===== config.mk =====
export PLATFORM = sky130hd
export DESIGN_NAME = sha256_block_hash
export DESIGN_NICKNAME = d
export VERILOG_FILES = /design/src/sha256_pkg.sv /design/src/sha256_hmem.sv /design/src/sha256_sched.sv /design/src/sha256_block_hash.sv
export SDC_FILE = /design/constraint.sdc
export NUM_CORES = 2
export LEC_CHECK = 0
export BUFFER_PORTS_ARGS = -buffer_cell sky130_fd_sc_hd__buf_2
export CAP_MARGIN = 10
export CORE_MARGIN = 2
export CORE_UTILIZATION = 53
export CTS_CLUSTER_DIAMETER = 30
export DETAILED_ROUTE_END_ITERATION = 8
export GPL_TIMING_DRIVEN = 0
export PLACE_DENSITY = 0.69
export SLEW_MARGIN = 20
export SYNTH_ARGS = -nofsm -noshare
export SYNTH_HDL_FRONTEND = slang
export SYNTH_SLANG_ARGS = --single-unit

===== constraint.sdc =====
create_clock -name clk -period 15.47 [get_ports clk]
set_input_delay 1.547 -clock clk [delete_from_list [all_inputs] [get_ports clk]]
set_output_delay 1.547 -clock clk [all_outputs]
set_load 0.05 [all_outputs]

===== src/sha256_pkg.sv =====
`timescale 1ns / 1ps
`default_nettype none

package sha256_pkg;

    localparam int unsigned BlockWords = 16;
    localparam int unsigned Rounds     = 64;
    localparam int unsigned HashWords  = 8;

    typedef struct packed {
        logic [31:0] msg_word;
        logic        first_block;
        logic        last_block;
    } in_t;

    typedef struct packed {
        logic [31:0] digest_word;
        logic [2:0]  digest_index;
        logic        digest_last;
    } out_t;

    // hash memory access for one cycle
    typedef struct packed {
        logic        init_all;
        logic [2:0]  rd_addr;
        logic        wr_en;
        logic [2:0]  wr_addr;
        logic [31:0] wr_data;
    } hmem_ctrl_t;

    typedef enum logic [3:0] {
        S_IDLE  = 4'b0001,
        S_LOAD  = 4'b0010,
        S_ROUND = 4'b0100,
        S_ADD   = 4'b1000
    } state_t;

    function automatic logic [31:0] rotr(input logic [31:0] x, input int unsigned n);
        logic [63:0] d;
        d = {x, x} >> n;
        return d[31:0];
    endfunction

    function automatic logic [31:0] init_hash(input logic [2:0] idx);
        logic [31:0] v;
        unique case (idx)
            3'd0: v = 32'h6a09e667;
            3'd1: v = 32'hbb67ae85;
            3'd2: v = 32'h3c6ef372;
            3'd3: v = 32'ha54ff53a;
            3'd4: v = 32'h510e527f;
            3'd5: v = 32'h9b05688c;
            3'd6: v = 32'h1f83d9ab;
            3'd7: v = 32'h5be0cd19;
        endcase
        return v;
    endfunction

    function automatic logic [31:0] round_const(input logic [5:0] idx);
        logic [31:0] k;
        unique case (idx)
            6'd0:  k = 32'h428a2f98;
            6'd1:  k = 32'h71374491;
            6'd2:  k = 32'hb5c0fbcf;
            6'd3:  k = 32'he9b5dba5;
            6'd4:  k = 32'h3956c25b;
            6'd5:  k = 32'h59f111f1;
            6'd6:  k = 32'h923f82a4;
            6'd7:  k = 32'hab1c5ed5;
            6'd8:  k = 32'hd807aa98;
            6'd9:  k = 32'h12835b01;
            6'd10: k = 32'h243185be;
            6'd11: k = 32'h550c7dc3;
            6'd12: k = 32'h72be5d74;
            6'd13: k = 32'h80deb1fe;
            6'd14: k = 32'h9bdc06a7;
            6'd15: k = 32'hc19bf174;
            6'd16: k = 32'he49b69c1;
            6'd17: k = 32'hefbe4786;
            6'd18: k = 32'h0fc19dc6;
            6'd19: k = 32'h240ca1cc;
            6'd20: k = 32'h2de92c6f;
            6'd21: k = 32'h4a7484aa;
            6'd22: k = 32'h5cb0a9dc;
            6'd23: k = 32'h76f988da;
            6'd24: k = 32'h983e5152;
            6'd25: k = 32'ha831c66d;
            6'd26: k = 32'hb00327c8;
            6'd27: k = 32'hbf597fc7;
            6'd28: k = 32'hc6e00bf3;
            6'd29: k = 32'hd5a79147;
            6'd30: k = 32'h06ca6351;
            6'd31: k = 32'h14292967;
            6'd32: k = 32'h27b70a85;
            6'd33: k = 32'h2e1b2138;
            6'd34: k = 32'h4d2c6dfc;
            6'd35: k = 32'h53380d13;
            6'd36: k = 32'h650a7354;
            6'd37: k = 32'h766a0abb;
            6'd38: k = 32'h81c2c92e;
            6'd39: k = 32'h92722c85;
            6'd40: k = 32'ha2bfe8a1;
            6'd41: k = 32'ha81a664b;
            6'd42: k = 32'hc24b8b70;
            6'd43: k = 32'hc76c51a3;
            6'd44: k = 32'hd192e819;
            6'd45: k = 32'hd6990624;
            6'd46: k = 32'hf40e3585;
            6'd47: k = 32'h106aa070;
            6'd48: k = 32'h19a4c116;
            6'd49: k = 32'h1e376c08;
            6'd50: k = 32'h2748774c;
            6'd51: k = 32'h34b0bcb5;
            6'd52: k = 32'h391c0cb3;
            6'd53: k = 32'h4ed8aa4a;
            6'd54: k = 32'h5b9cca4f;
            6'd55: k = 32'h682e6ff3;
            6'd56: k = 32'h748f82ee;
            6'd57: k = 32'h78a5636f;
            6'd58: k = 32'h84c87814;
            6'd59: k = 32'h8cc70208;
            6'd60: k = 32'h90befffa;
            6'd61: k = 32'ha4506ceb;
            6'd62: k = 32'hbef9a3f7;
            6'd63: k = 32'hc67178f2;
        endcase
        return k;
    endfunction

endpackage

`default_nettype wire


===== src/sha256_hmem.sv =====
`timescale 1ns / 1ps
`default_nettype none

module sha256_hmem (
    input  wire logic                    clk,
    input  wire logic                    rst_n,
    input  wire sha256_pkg::hmem_ctrl_t  ctrl,
    output logic [31:0]                  rd_data
);
    import sha256_pkg::*;

    logic [31:0] mem [HashWords];
    logic [HashWords-1:0] init_reg;
    logic [HashWords-1:0] init_next;
    logic [31:0] rdata_reg;
    logic [2:0]  raddr_reg;
    logic        rinit_reg;

    // an entry flagged init reads as the standard initial value
    always_comb
    begin
        init_next = init_reg;
        if (ctrl.wr_en)
        begin
            init_next[ctrl.wr_addr] = 1'b0;
        end
        if (ctrl.init_all)
        begin
            init_next = '1;
        end
    end

    always_ff @(posedge clk or negedge rst_n)
    begin
        if (!rst_n)
        begin
            init_reg  <= '1;
            rinit_reg <= 1'b1;
        end
        else
        begin
            init_reg  <= init_next;
            rinit_reg <= init_reg[ctrl.rd_addr];
        end
    end

    always_ff @(posedge clk)
    begin
        if (ctrl.wr_en)
        begin
            mem[ctrl.wr_addr] <= ctrl.wr_data;
        end
        rdata_reg <= mem[ctrl.rd_addr];
        raddr_reg <= ctrl.rd_addr;
    end

    assign rd_data = rinit_reg ? init_hash(raddr_reg) : rdata_reg;

endmodule

`default_nettype wire


===== src/sha256_sched.sv =====
`timescale 1ns / 1ps
`default_nettype none

module sha256_sched (
    input  wire logic        clk,
    input  wire logic        load,
    input  wire logic        step,
    input  wire logic [31:0] word_in,
    output logic [31:0]      w_cur
);
    import sha256_pkg::*;

    // window holds W[t] .. W[t+15], oldest at index 0
    logic [31:0] win_reg [BlockWords];
    logic [31:0] sg0;
    logic [31:0] sg1;
    logic [31:0] w_new;
    logic [31:0] shift_in;

    always_comb
    begin
        sg0      = rotr(win_reg[1], 7) ^ rotr(win_reg[1], 18) ^ (win_reg[1] >> 3);
        sg1      = rotr(win_reg[14], 17) ^ rotr(win_reg[14], 19) ^ (win_reg[14] >> 10);
        w_new    = sg1 + win_reg[9] + sg0 + win_reg[0];
        shift_in = load ? word_in : w_new;
    end

    always_ff @(posedge clk)
    begin
        if (load || step)
        begin
            for (int i = 0; i < BlockWords - 1; i++)
            begin
                win_reg[i] <= win_reg[i+1];
            end
            win_reg[BlockWords-1] <= shift_in;
        end
    end

    assign w_cur = win_reg[0];

endmodule

`default_nettype wire


===== src/sha256_block_hash.sv =====
`timescale 1ns / 1ps
`default_nettype none

// channel   | ports                        | transaction
// ----------+------------------------------+----------------------------------
// message   | start, busy, msg (in_t)      | start high while busy low
// digest    | strobe, digest (out_t)       | strobe high, one cycle per word
//
// each block takes 16 message transactions, one per cycle at most
// after the 16th word the core is busy: it loads a..h from the one-read,
// one-write hash memory, runs 64 rounds at one per cycle, then adds back
// digest words leave one per cycle, registered from the add pass of a last block
// the receiver cannot stall; reset restores the initial hash values

module sha256_block_hash (
    input  wire logic              clk,
    input  wire logic              rst_n,
    input  wire logic              start,
    output logic                   busy,
    input  wire sha256_pkg::in_t   msg,
    output logic                   strobe,
    output sha256_pkg::out_t       digest
);
    import sha256_pkg::*;

    state_t      state_reg, state_next;
    logic [3:0]  word_cnt_reg;
    logic [3:0]  cnt_reg, cnt_next;
    logic [5:0]  round_reg, round_next;
    logic        last_reg;
    logic [31:0] v_reg [HashWords];
    logic        strobe_reg;
    out_t        digest_reg;

    logic        accept;
    hmem_ctrl_t  hctrl;
    logic [31:0] hrd;
    logic [31:0] sum;
    logic [31:0] w_cur;
    logic [31:0] s1, ch, t1, s0, mj, t2;

    assign busy   = (state_reg != S_IDLE);
    assign accept = start && !busy;
    assign sum    = hrd + v_reg[0];

    always_comb
    begin
        hctrl.init_all = accept && (word_cnt_reg == 4'd0) && msg.first_block;
        hctrl.rd_addr  = cnt_reg[2:0];
        hctrl.wr_en    = (state_reg == S_ADD) && (cnt_reg != 4'd0);
        hctrl.wr_addr  = cnt_reg[2:0] - 3'd1;
        hctrl.wr_data  = sum;
    end

    sha256_hmem u_hmem (
        .clk     (clk),
        .rst_n   (rst_n),
        .ctrl    (hctrl),
        .rd_data (hrd)
    );

    sha256_sched u_sched (
        .clk     (clk),
        .load    (accept),
        .step    (state_reg == S_ROUND),
        .word_in (msg.msg_word),
        .w_cur   (w_cur)
    );

    always_comb
    begin
        s1 = rotr(v_reg[4], 6) ^ rotr(v_reg[4], 11) ^ rotr(v_reg[4], 25);
        ch = (v_reg[4] & v_reg[5]) ^ (~v_reg[4] & v_reg[6]);
        t1 = v_reg[7] + s1 + ch + round_const(round_reg) + w_cur;
        s0 = rotr(v_reg[0], 2) ^ rotr(v_reg[0], 13) ^ rotr(v_reg[0], 22);
        mj = (v_reg[0] & v_reg[1]) ^ (v_reg[0] & v_reg[2]) ^ (v_reg[1] & v_reg[2]);
        t2 = s0 + mj;
    end

    always_comb
    begin
        state_next = state_reg;
        cnt_next   = cnt_reg;
        round_next = round_reg;
        unique case (state_reg)
            S_IDLE:
            begin
                cnt_next = 4'd0;
                if (accept && (word_cnt_reg == 4'd15))
                begin
                    state_next = S_LOAD;
                end
            end
            S_LOAD:
            begin
                cnt_next = cnt_reg + 4'd1;
                if (cnt_reg == 4'd8)
                begin
                    state_next = S_ROUND;
                    cnt_next   = 4'd0;
                    round_next = 6'd0;
                end
            end
            S_ROUND:
            begin
                round_next = round_reg + 6'd1;
                if (round_reg == 6'd63)
                begin
                    state_next = S_ADD;
                    cnt_next   = 4'd0;
                end
            end
            S_ADD:
            begin
                cnt_next = cnt_reg + 4'd1;
                if (cnt_reg == 4'd8)
                begin
                    state_next = S_IDLE;
                    cnt_next   = 4'd0;
                end
            end
        endcase
    end

    always_ff @(posedge clk or negedge rst_n)
    begin
        if (!rst_n)
        begin
            state_reg    <= S_IDLE;
            word_cnt_reg <= 4'd0;
            cnt_reg      <= 4'd0;
            round_reg    <= 6'd0;
            last_reg     <= 1'b0;
            strobe_reg   <= 1'b0;
        end
        else
        begin
            state_reg  <= state_next;
            cnt_reg    <= cnt_next;
            round_reg  <= round_next;
            strobe_reg <= (state_reg == S_ADD) && (cnt_reg != 4'd0) && last_reg;
            if (accept)
            begin
                word_cnt_reg <= word_cnt_reg + 4'd1;
                if (word_cnt_reg == 4'd15)
                begin
                    last_reg <= msg.last_block;
                end
            end
        end
    end

    // working vars: shift in on load, rounds, rotate out on add
    always_ff @(posedge clk)
    begin
        if ((state_reg == S_LOAD) && (cnt_reg != 4'd0))
        begin
            for (int i = 0; i < HashWords - 1; i++)
            begin
                v_reg[i] <= v_reg[i+1];
            end
            v_reg[HashWords-1] <= hrd;
        end
        else if (state_reg == S_ROUND)
        begin
            v_reg[7] <= v_reg[6];
            v_reg[6] <= v_reg[5];
            v_reg[5] <= v_reg[4];
            v_reg[4] <= v_reg[3] + t1;
            v_reg[3] <= v_reg[2];
            v_reg[2] <= v_reg[1];
            v_reg[1] <= v_reg[0];
            v_reg[0] <= t1 + t2;
        end
        else if ((state_reg == S_ADD) && (cnt_reg != 4'd0))
        begin
            for (int i = 0; i < HashWords - 1; i++)
            begin
                v_reg[i] <= v_reg[i+1];
            end
            v_reg[HashWords-1] <= v_reg[0];
        end
        digest_reg.digest_word  <= sum;
        digest_reg.digest_index <= cnt_reg[2:0] - 3'd1;
        digest_reg.digest_last  <= (cnt_reg == 4'd8);
    end

    assign strobe = strobe_reg;
    assign digest = digest_reg;

`ifndef SYNTHESIS
    a_strobe_from_add: assert property (@(posedge clk) disable iff (!rst_n)
        strobe |-> $past(state_reg == S_ADD))
        else $error("digest strobe outside add pass");

    a_last_index: assert property (@(posedge clk) disable iff (!rst_n)
        strobe |-> (digest.digest_last == (digest.digest_index == 3'd7)))
        else $error("digest_last does not match index");

    a_round_to_add: assert property (@(posedge clk) disable iff (!rst_n)
        (state_reg == S_ROUND) && (round_reg == 6'd63) |=> (state_reg == S_ADD))
        else $error("compression did not end after round 63");

    a_block_starts: assert property (@(posedge clk) disable iff (!rst_n)
        accept && (word_cnt_reg == 4'd15) |=> (state_reg == S_LOAD) && (word_cnt_reg == 4'd0))
        else $error("sixteenth word did not start compression");

    a_no_write_outside_add: assert property (@(posedge clk) disable iff (!rst_n)
        hctrl.wr_en |-> (state_reg == S_ADD) && !accept)
        else $error("hash memory write outside add pass");
`endif

endmodule

`default_nettype wire


== Word-level counts from Yosys, hierarchy flattened ==
Memory sizes are Yosys's and may differ from the RTL's. A register that Yosys moved wholly into a read port is not among the register bits.
Cells that the tools add are included.

* $add $sub $neg: 15
* $lt $le $gt $ge: 3
* Eq/ne operators: 12
* Muxes and demuxes: 46
* Bitwise operators: 35
* Reductions and logical operators: 18

{| class="wikitable"
|+ Operators with widths
! cell !! count
|-
| 32-bit two-way mux || 18
|-
| 32-bit adder || 11
|-
| 32-bit XOR || 9
|-
| 32-bit AND || 5
|-
| 32-bit NOT || 1
|-
| 32-bit by 22-bit XOR with 32-bit output || 1
|-
| 32-bit by 29-bit XOR with 32-bit output || 1
|-
| 4-bit two-way mux || 6
|-
| 8-bit two-way mux || 2
|-
| 1-bit OR || 16
|-
| 4-bit one-hot mux with 4 select lines || 1
|-
| 1-bit two-way mux || 14
|-
| 4-bit equality test (second input constant) || 3
|-
| 4-bit one-hot mux with 3 select lines || 1
|-
| 6-bit one-hot mux with 2 select lines || 1
|-
| 4-bit by 1-bit adder with 4-bit output (second input constant) || 2
|-
| 8-bit AND || 1
|-
| 1-bit logical AND || 8
|-
| 3-bit by 4-bit < comparator with 1-bit output (second input constant) || 2
|-
| 8-bit NOT || 1
|-
| 6-bit by 1-bit adder with 6-bit output (second input constant) || 1
|-
| 6-bit equality test (second input constant) || 1
|-
| 6-bit two-way mux || 1
|-
| 4-bit by 1-bit equality test with 1-bit output (second input constant) || 1
|-
| other kinds (17) || 21
|}

* Flip-flop bits (word level): 65
* Memory bits (writable): 1024
* Bits in read-only memories: 2296
* Input port bits: 37
* Output and inout port bits: 38
* Logic and storage cells: 145
* Memories kept: 5

{| class="wikitable"
|+ Memory list
! name !! depth !! width !! read ports !! clocked after Yosys merged registers in !! write ports !! RTL line !! RTL
|-
| (no name shown) || 64 || 32 || 1 || 0 || 0 || sha256_pkg.sv:61 || <nowiki>unique case (idx)</nowiki>
|-
| u_sched.win_reg || 16 || 32 || 16 || 0 || 16 || sha256_sched.sv:14 || <nowiki>logic [31:0] win_reg [BlockWords];</nowiki>
|-
| u_hmem.mem || 8 || 32 || 1 || 1 || 1 || sha256_hmem.sv:12 || <nowiki>logic [31:0] mem [HashWords];</nowiki>
|-
| v_reg || 8 || 32 || 8 || 0 || 8 || sha256_block_hash.sv:31 || <nowiki>logic [31:0] v_reg [HashWords];</nowiki>
|-
| (no name shown) || 8 || 31 || 1 || 1 || 0 || sha256_pkg.sv:46 || <nowiki>unique case (idx)</nowiki>
|}

== Logic depth before layout (Yosys ltp) ==
An unclocked memory read counts as a cell.

* Depth after elaboration: 10
* Depth in mapped cells: 40
* Mapped depth without buffers: 38

== By module ==
From an unflattened synthesis, not the netlist that was laid out.

* Cell total of the unflattened synthesis: 4764
* Area, all modules: 59012.8 um^2

{| class="wikitable"
|+ By module, submodules not included
! module !! times used !! cells each !! area an instance (um^2) !! sequential area each (um^2)
|-
| sha256_block_hash || 1 || 3052 || 26510.4 || 8909.8
|-
| sha256_sched || 1 || 1151 || 20289.5 || 15374.7
|-
| sha256_hmem || 1 || 561 || 12213.0 || 9165.0
|}

== Worst setup path after synthesis ==
No wires, ideal clock.

* Kind: reg2reg
* Start point: reg cnt_reg[0]
* End point: mem v_reg[0][0] (enable)
* Library setup time: 902 ps
* Data arrival time: 13401 ps
* Data required time: 14568 ps
* Slack: 1168 ps
* Cell stages (with the launch flop): 9
* Buffers on the path: 3
* Clock period less this slack: 14302 ps
* Path through: dfrtp_1 > clkbuf_1 > buf_1 > buf_1 > inv_1 > ha_1 > inv_1 > nor3_1 > o21ai_0

{| class="wikitable"
|+ RTL lines
! what !! RTL line !! RTL
|-
| from (decl) || sha256_block_hash.sv:28 || <nowiki>logic [3:0] cnt_reg, cnt_next;</nowiki>
|-
| from (signal assigned) || sha256_block_hash.sv:139 || <nowiki>cnt_reg <= cnt_next;</nowiki>
|-
| to (decl) || sha256_block_hash.sv:31 ||
|}

==> reports/qor.json <==
{
  "setup_path": {
    "timing.setup.critical_path_class": "flip-flop to flip-flop",
    "crit_fanout": 10,
    "critical_path.max_stage_delay_ns": 0.80,
    "critPathCaptureType": "flip-flop",
    "timing.critical_path.required_ns": 16.14,
    "cpMaxStageDelayCell": "sky130_fd_sc_hd__a21oi_1",
    "critPathBufInv": 7,
    "critical_path_arrival_ns": 12.77,
    "cp_num_cells": 38,
    "critical_path.most_common_cell": "sky130_fd_sc_hd__inv_1",
    "cp-start-kind": "flip-flop",
    "critPathTopFamily": "compound AO/OA/AOI/OAI gates",
    "worstRegToRegCells": 38
  },
  "grt": {
    "global_route.usage.total_pct": 34.1,
    "met3_usage_pct": 7.05,
    "gr-total-overflow": 0,
    "first_global_vias": 40700,
    "antenna_found_initial": 5,
    "pin_count_of_the_biggest_net_entering_global_routing": 62,
    "global_route.usage.met1_pct": 47.0,
    "grt_util_met2_pct": 52.2,
    "global_route.peak_usage_layer": "met2",
    "wire_length_of_the_first_global_routing_pass_um": 276000
  },
  "clock_tree": {
    "cts_inserted_buffers": 223,
    "holdBufCountCts": 0,
    "cts_buffer_depth": 3,
    "clkLatencyLatePin_ns": 0.84,
    "numClockSinks": 1151,
    "clk_root_buffer_cell": "sky130_fd_sc_hd__clkbuf_16",
    "cts_tree": "yes",
    "post_cts.resized_instances": 0,
    "worst_path_clk_slew_ns": 0.05,
    "cts_setup_buffers": 0,
    "maximum_level_of_the_cts_h_tree": 4
  },
  "final_layout": {
    "fin_nets": 5540,
    "area_growth_syn_to_layout_pct": 18.8,
    "max_ffs_per_register": 512,
    "drive_above_1_share_pct": 13.0,
    "final_core_util_pct": 63.7
  },
  "logic_synthesis": {
    "synth-warning-count": 0,
    "synthesis.area_um2": 58600,
    "synth_top_cell_by_area": "sky130_fd_sc_hd__edfxtp_1",
    "synth.area.top_cells": "sky130_fd_sc_hd__edfxtp_1 52%, sky130_fd_sc_hd__fa_1 6.4%, sky130_fd_sc_hd__nand2_1 5.2%",
    "yosys.cell_types.count": 84,
    "ys.flop_type": "sky130_fd_sc_hd__edfxtp_1",
    "syn-num-nets": 5196,
    "synthDominantCellAreaShare_pct": 52.5,
    "synthMostInstantiatedCell": "sky130_fd_sc_hd__edfxtp_1",
    "synthCells": 4788,
    "asyncSetResetFlopFracSynth_pct": 2.52,
    "synth-edff-count": 1024,
    "post_synth_most_frequent_cells": "1,024 x sky130_fd_sc_hd__edfxtp_1, 811 x sky130_fd_sc_hd__nand2_1, 381 x sky130_fd_sc_hd__inv_1",
    "synth_sequential_area_ratio_pct": 57.1,
    "synth.ff_latch_count": 1151,
    "post_synth.cell_area_avg_um2": 12.2
  },
  "status": {
    "status": "finished, final reports clean"
  },
  "place": {
    "detailedPlacementHpwl_um": 139000,
    "gp_congestion": 0.991,
    "port_buffers": 74
  },
  "drt": {
    "drt-total-wl_um": 191000,
    "antenna_left": 0,
    "vias_per_cell": 6.03,
    "route.vias.total": 41000,
    "route.detailed.wl_per_inst_um": 28.1,
    "drcViolationCount": 0,
    "initialDrtViolationCount": 5139,
    "dr.pass1.iters": 7
  },
  "floorplanning": {
    "floorplan.die_area_um2": 113000,
    "start_util_pct": 53.6,
    "core.rowCount": 121,
    "io_pins": 75,
    "die_height_um": 337,
    "core_area_um2": 109000,
    "horizontal_extent_of_the_die_um": 337
  },
  "sta": {
    "fmax_mhz": 82.6,
    "fin_crit_ns": 12.11,
    "post_route_clock_period_utilization_pct": 78.3,
    "slew_violations": 0,
    "relSlewSlack_pct": 16.2,
    "rsz0062_at_grt": "no",
    "clock_skew_ns": 0.0777,
    "hold_viol": 0,
    "setup_viol": 0,
    "totalNegativeSetupSlack_ns": 0,
    "worst_slew_pin_slew_ns": 1.26
  },
  "min_path": {
    "worstHoldPathType": "flip-flop to flip-flop",
    "timing.hold.worst_path_depth": 0
  },
  "power_and_ir_drop": {
    "leakage_nw": 28.2,
    "power.density_nw_per_um2": 119,
    "ir_worst_vdd_v": 0.000137
  },
  "job": {
    "drv.max_cap_violation_count": 0
  }
}
[stage by stage]
stage / cells / worst slack (ns) / hold WS [ns] / power (mW) / area, µm²
after CTS: 6807 / 3.81 / 0.382 / 8.32 / 69600
after floorplan: 4788 / 1.17 / 0.400 / 3.40 / 58600
final: 6809 / 3.36 / 0.383 / 8.29 / 69600
after global placement: 6338 / -5.90 / 0.400 / 3.41 / 60800
after global routing: 6807 / 3.01 / 0.393 / 8.47 / 69600
after detailed placement: 6383 / 3.83 / 0.405 / 3.41 / 61700
[layout make-up]
class / count / area (µm²)
Inverter: 383 / 1440
Clock buffer: 256 / 5830
Timing Repair Buffer: 119 / 1170
Tap cell: 1476 / 1850
Fill cell: 8297 / 39700
Clock inverter: 168 / 2020
Multi-Input combinational cell: 3011 / 22900
Antenna cell: 2 / 5.00
Buffer: 243 / 941
Sequential cell: 1151 / 33400
[worst reg2reg max path: cells and delay by family, from the launching register on]
family / cells / cell delay (ns)
AO/OA/AOI/OAI: 16 / 4.81
adder cells (fa/ha/maj): 7 / 2.97
buffers and inverters: 7 / 1.61
AND/OR/NAND/NOR: 6 / 1.37
flip-flops: 1 / 0.64
XOR/XNOR: 2 / 0.59
[final timing paths]
kind | start | end | slack [ns]
max | round_reg[1] | v_reg[0][31] | 3.36
min | u_sched.win_reg[1][92] | u_sched.win_reg[1][60] | 0.38
max reg2reg | round_reg[1] | v_reg[0][31] | 3.36
min reg2reg | u_sched.win_reg[1][92] | u_sched.win_reg[1][60] | 0.38
max in group asynchronous | rst_n | last_reg | 14.13
min in group asynchronous | rst_n | cnt_reg[0] | 0.81
[cells by family after synthesis]
kind of cell	synth area share [%]
simple gates	9.24
flops	57.1
compound gates	9.21
mux	4.21
buf+inv	4.06
xor+xnor	5.83
fa+ha+maj	10.4
[routing by layer]
layer	routed length, µm	part of all wire (%)	vias up
li1	-	-	17700
met1	77200	40	20400
met2	86000	45	2405
met3	18400	9.6	501
met4	9690	5.1	2
met5	11	0.0057	-
[report_power, final]
group	internal [mW]	total [mW]	switching (mW)	leakage [nW]
combinational	0.00323	0.00700	0.00375	12.9
sequential	3.34	3.34	0	11.6
clock	3.19	4.94	1.75	3.75
[cell usage in the layout (no fill, tap or decap), types with 98 or more instances in the layout]
| master | n |
|---|---|
| sky130_fd_sc_hd__edfxtp_1 | 1024 |
| sky130_fd_sc_hd__nand2_1 | 810 |
| sky130_fd_sc_hd__inv_1 | 381 |
| sky130_fd_sc_hd__xnor2_1 | 247 |
| sky130_fd_sc_hd__o21ai_0 | 241 |
| sky130_fd_sc_hd__clkbuf_1 | 234 |
| sky130_fd_sc_hd__clkbuf_16 | 227 |
| sky130_fd_sc_hd__a21oi_1 | 191 |
| sky130_fd_sc_hd__fa_1 | 188 |
| sky130_fd_sc_hd__ha_1 | 183 |
| sky130_fd_sc_hd__nor2_1 | 137 |
| sky130_fd_sc_hd__xor2_1 | 137 |
| sky130_fd_sc_hd__a21o_1 | 98 |
| sky130_fd_sc_hd__dfxtp_1 | 98 |
(Power assumes the default switching activity.)
